===== src/rtl/core/lpt_pkg.sv =====
package lpt_pkg;

	localparam int LPT_TABLE_DEPTH = 1024;
	localparam int LPT_PPN_BITS    = 20;
	localparam int LPT_QDEPTH      = 2;

	localparam logic       OP_ACCESS = 1'b0;
	localparam logic       OP_LOAD   = 1'b1;

	localparam logic [1:0] SZ_2 = 2'd1;
	localparam logic [1:0] SZ_4 = 2'd2;

	localparam logic [2:0] ST_OK    = 3'd0;
	localparam logic [2:0] ST_BUS   = 3'd1;
	localparam logic [2:0] ST_ADDR  = 3'd2;
	localparam logic [2:0] ST_RO    = 3'd3;
	localparam logic [2:0] ST_FAULT = 3'd4;

	localparam logic [1:0] CFG_PAGE_SHIFT  = 2'd0;
	localparam logic [1:0] CFG_TABLE_PAGES = 2'd1;
	localparam logic [1:0] CFG_PHYS_PAGES  = 2'd2;

	localparam logic [4:0]  RST_PAGE_SHIFT  = 5'd12;
	localparam logic [10:0] RST_TABLE_PAGES = 11'd1024;
	localparam logic [20:0] RST_PHYS_PAGES  = 21'd1024;

	typedef struct packed {
		logic        is_load;
		logic        idx_ok;
		logic        misalign;
		logic        is_write;
		logic [31:0] offset;
		logic [19:0] load_ppn;
		logic        load_rd;
		logic        load_wr;
		logic        load_valid;
	} lpt_item_t;

endpackage


===== src/rtl/core/lpt_front.sv =====
module lpt_front import lpt_pkg::*; #(
	parameter int TABLE_DEPTH = LPT_TABLE_DEPTH
) (
	input  logic                               clk,
	input  logic                               arst_n,
	input  logic                               enable,
	input  logic                               in_valid,
	output logic                               in_ready,
	input  logic                               operation,
	input  logic [31:0]                        virt_addr,
	input  logic [1:0]                         size_code,
	input  logic                               is_write,
	input  logic [9:0]                         entry_index,
	input  logic [19:0]                        entry_phys_page,
	input  logic                               entry_read_ok,
	input  logic                               entry_write_ok,
	input  logic                               entry_valid,
	input  logic [4:0]                         page_shift,
	input  logic [10:0]                        table_pages,
	output logic                               q_valid,
	input  logic                               q_ready,
	output lpt_item_t                          q_item,
	output logic [$clog2(TABLE_DEPTH)-1:0]     q_idx
);

	localparam int IDX_W  = $clog2(TABLE_DEPTH);
	localparam int QPTR_W = $clog2(LPT_QDEPTH);
	localparam int QCNT_W = $clog2(LPT_QDEPTH + 1);

	lpt_item_t            item_q [LPT_QDEPTH];
	logic [IDX_W-1:0]     idx_q  [LPT_QDEPTH];
	logic [QPTR_W-1:0]    wptr_q;
	logic [QPTR_W-1:0]    rptr_q;
	logic [QCNT_W-1:0]    cnt_q;

	lpt_item_t            cls_item;
	logic [IDX_W-1:0]     cls_idx;
	logic [31:0]          vpn;
	logic [31:0]          limit;
	logic [31:0]          load_idx32;
	logic                 push;
	logic                 pop;

	// classify the incoming beat
	always_comb begin
		vpn        = virt_addr >> page_shift;
		limit      = (32'(table_pages) < 32'(TABLE_DEPTH)) ? 32'(table_pages)
		                                                   : 32'(TABLE_DEPTH);
		load_idx32 = 32'(entry_index);

		cls_item.is_load    = (operation == OP_LOAD);
		cls_item.is_write   = is_write;
		cls_item.offset     = virt_addr & ~(32'hFFFF_FFFF << page_shift);
		cls_item.load_ppn   = entry_phys_page;
		cls_item.load_rd    = entry_read_ok;
		cls_item.load_wr    = entry_write_ok;
		cls_item.load_valid = entry_valid;

		if (operation == OP_LOAD) begin
			cls_item.idx_ok   = load_idx32 < 32'(TABLE_DEPTH);
			cls_item.misalign = 1'b0;
			cls_idx           = load_idx32[IDX_W-1:0];
		end else begin
			cls_item.idx_ok   = vpn < limit;
			cls_item.misalign = ((size_code == SZ_4) && (virt_addr[1:0] != 2'b00)) ||
			                    ((size_code == SZ_2) && virt_addr[0]);
			cls_idx           = vpn[IDX_W-1:0];
		end
	end

	assign in_ready = enable && (cnt_q != QCNT_W'(LPT_QDEPTH));
	assign push     = in_valid && in_ready;
	assign q_valid  = (cnt_q != '0);
	assign pop      = q_valid && q_ready;
	assign q_item   = item_q[rptr_q];
	assign q_idx    = idx_q[rptr_q];

	always_ff @(posedge clk or negedge arst_n) begin
		if (!arst_n) begin
			wptr_q <= '0;
			rptr_q <= '0;
			cnt_q  <= '0;
		end else begin
			if (push) begin
				wptr_q <= wptr_q + 1'b1;
			end
			if (pop) begin
				rptr_q <= rptr_q + 1'b1;
			end
			if (push && !pop) begin
				cnt_q <= cnt_q + 1'b1;
			end else if (pop && !push) begin
				cnt_q <= cnt_q - 1'b1;
			end
		end
	end

	always_ff @(posedge clk) begin
		if (push) begin
			item_q[wptr_q] <= cls_item;
			idx_q[wptr_q]  <= cls_idx;
		end
	end

endmodule


===== config.mk =====
export PLATFORM = sky130hd
export DESIGN_NAME = lpt_front
export DESIGN_NICKNAME = d
export VERILOG_FILES = /design/src/rtl/core/lpt_pkg.sv /design/src/rtl/core/lpt_front.sv
export SDC_FILE = /design/constraint.sdc
export NUM_CORES = 1
export LEC_CHECK = 0
export BUFFER_PORTS_ARGS = -buffer_cell sky130_fd_sc_hd__buf_2
export CORE_MARGIN = 2
export CORE_UTILIZATION = 36
export CTS_CLUSTER_DIAMETER = 40
export CTS_CLUSTER_SIZE = 10
export DETAILED_ROUTE_END_ITERATION = 7
export MAX_ROUTING_LAYER = met4
export PLACE_DENSITY = 0.59
export SLEW_MARGIN = 20
export SYNTH_ARGS = -nofsm -noshare
export SYNTH_HDL_FRONTEND = slang
export SYNTH_SLANG_ARGS = --single-unit

===== constraint.sdc =====
create_clock -name clk -period 4.85 [get_ports clk]
set_input_delay 0.7275 -clock clk [delete_from_list [all_inputs] [get_ports clk]]
set_output_delay 0.7275 -clock clk [all_outputs]
set_load 0.005 [all_outputs]

==> out/results.ini <==
[synth]
post_synth.cell_area_avg_um2 = 13.79
ys_seq_elements = 140
synth_area_leaders = edfxtp_1, mux2_2, mux4_2, mux2i_1, nand2_1
yosysWarnings = 0
synth.distinct_cells = 55
ys_async_sr_fraction_pct = 2.857
syn-instance-count = 540
syn-num-nets = 641
synth_flop_cell = edfxtp_1
synth_commonest_cells = edfxtp_1, mux2_2, nand2_1, nor2_1, mux2i_1
netlist_area_mm2 = 0.007447
yosysTopAreaCellShare_pct = 54.84
synth_edf_count = 136
synth_top_cell_by_area = edfxtp_1
synth-seq-area-share_pct = 56.18
synth_most_common_cell = edfxtp_1

[clocking]
postCtsSetupBuffers = 0
cts-resized-gates = 0
cts_tree = yes
path_clk_slew_ns = 0.06
cts_hold_repair.buffers = 0
root_buffer = clkbuf_16
clockBufferDepth = 2
h-tree-depth = 4
clk_latency_ns = 0.42
numCtsBuffers = 17
clock-sinks = 140

[timing]
worst_slew_pin_slew_ns = 1.001
fmax_mhz = 273.1
setup_viol = 0
period_minus_slack_ns = 3.662
finalClockSkew_ns = 0.008940
timing.final.hold_violations = 0
fin_ws_ns = 1.188
fin_tns_setup_ns = 0
finalMaxSlewViolations = 0
rsz0062_at_grt = no
slew-limit-headroom_pct = 33.30
timing.final.crit_share_pct = 75.51

[die]
chipHeight_um = 147.8
rows = 52
initial_utilization_pct = 36.69
pin_count = 161
core_mm2 = 0.02030
fp.dieW_um = 147.8
dieArea_mm2 = 0.02185

[worst_setup_path]
worstPathRequired_ns = 5.01
startpoint_type = input pin
crit_fanout = 38
cp.arrival_ns = 3.82
critPathKind = in -> reg
end_kind = flop

[global_route]
grt_start_max_net_pins = 46
grt_remaining_overflow = 0
grt_pass1_vias = 5265
grt_pass1_wl_um = 29770
grt_usage_pct = 18.44
antenna_found_initial = 0

[place]
numPortBuffers = 159
dp.cells = 943
place_area_mm2 = 0.008503
place_congestion = 0.8547
dpl.hpwl_um = 13930
pre_cts_ws_ns = 0.7377

[finish]
final_area_mm2 = 0.009102
final_util_pct = 44.84
syn_to_final_growth_pct = 22.23
fin_cells = 977
drive_gt1_share_pct = 45.61
fin_nets = 794

[detailed_routing]
via_per_inst = 5.227
wire_per_inst_um = 19.72
ant_nets = 0
num_vias = 5107
dr.pass1.iters = 5
drt_wl_total_um = 19270
drtIter0Drc = 313
drcViolationCount = 0

[hold_path]
worstHoldPathType = in -> async

[pwr]
vdd_drop_max_v = 0.0002333
p_leak_nw = 3.541
p_per_area_mw_per_mm2 = 434.3

[status]
status = finished clean

[run]
drv_cap = 0

## sequential cells by signal (all words and copies together) (netlist names)
| signal | flops |
|---|---|
| item_q | 116 |
| idx_q | 20 |
| cnt_q | 2 |
| rptr_q | 1 |
| wptr_q | 1 |
## final timing paths
check                               from       endpoint  slack (ns)  cells after the start
max in group asynchronous         arst_n         rptr_q        4.61                      1
hold / removal                    arst_n         wptr_q        0.11                      1
hold reg to reg                 cnt_q[1]       cnt_q[1]        0.50                      1
min in group clk           entry_read_ok   item_q[1][2]        0.50                      1
setup reg to reg                cnt_q[0]  item_q[1][40]        2.41                      4
setup / recovery           page_shift[1]  item_q[1][57]        1.19                     10
## final cells by class
| type | instances | area (um^2) |
|---|---|---|
| Antenna cell | 1 | 2.502 |
| Clock buffer | 17 | 425.4 |
| Clock inverter | 15 | 151.4 |
| Fill cell | 1894 | 11200 |
| Inverter | 12 | 45.04 |
| Multi-Input combinational cell | 354 | 3067 |
| Sequential cell | 140 | 4185 |
| Tap cell | 270 | 337.8 |
| Timing Repair Buffer | 168 | 888.4 |
## layer usage
metal / vias to the layer above / part of all wire (%) / GRT usage, %
li1: 2388 / - / -
met1: 2516 / 44 / 24.03
met2: 182 / 49 / 29.70
met3: 21 / 5.5 / 3.796
met4: 0 / 1.2 / 4.714
met5: - / 0 / -
## cell families after synthesis
logic type | share of synthesized area [%]
muxes | 24.55
other | 0.05035
xor gates and xnor gates | 0.5881
and+or+nand+nor | 7.325
buffers and inverters | 2.755
adders and majority gates | 1.848
DFF | 56.18
AOI/OAI and AO/OA | 6.704
## stage by stage
stage                     hold WS [ns]  power, W
after floorplan                 0.4319  0.002293
after global placement          0.4719  0.002699
after detailed placement        0.4958  0.002715
after CTS                      0.09257  0.004010
after global routing           0.09243  0.004164
final                           0.1060  0.003953
## power by group
part | internal, W | total (W) | switching, W
clock | 0.000725 | 0.00128 | 0.000555
combinational | 0.000553 | 0.00105 | 0.000498
sequential | 0.00151 | 0.00162 | 0.000111
total | 0.00279 | 0.00395 | 0.00116
## worst max-delay path, stage by stage
cell      delay, ns
buf_2          0.58
mux4_2         0.61
mux4_2         0.49
nor2_1         0.10
a21oi_1        0.09
ha_1           0.37
nand4_1        0.14
a311o_1        0.30
a211oi_1       0.31
nor3_2         0.09
## layout by cell type, fill, tap and decap left out, types with 4 or more instances in the layout
cell type,instances
a21boi_0,5
a21o_1,4
a21oi_1,24
and3_1,9
buf_2,159
buf_4,7
clkbuf_16,17
edfxtp_1,136
ha_1,11
inv_1,8
inv_6,8
mux2_1,4
mux2_2,91
mux2i_1,27
mux4_2,20
nand2_1,42
nor2_1,31
nor2b_1,8
nor3_1,10
o21ai_0,4
o21ai_1,5
o22ai_1,6
o31a_1,5
(Power assumes the default switching activity.)
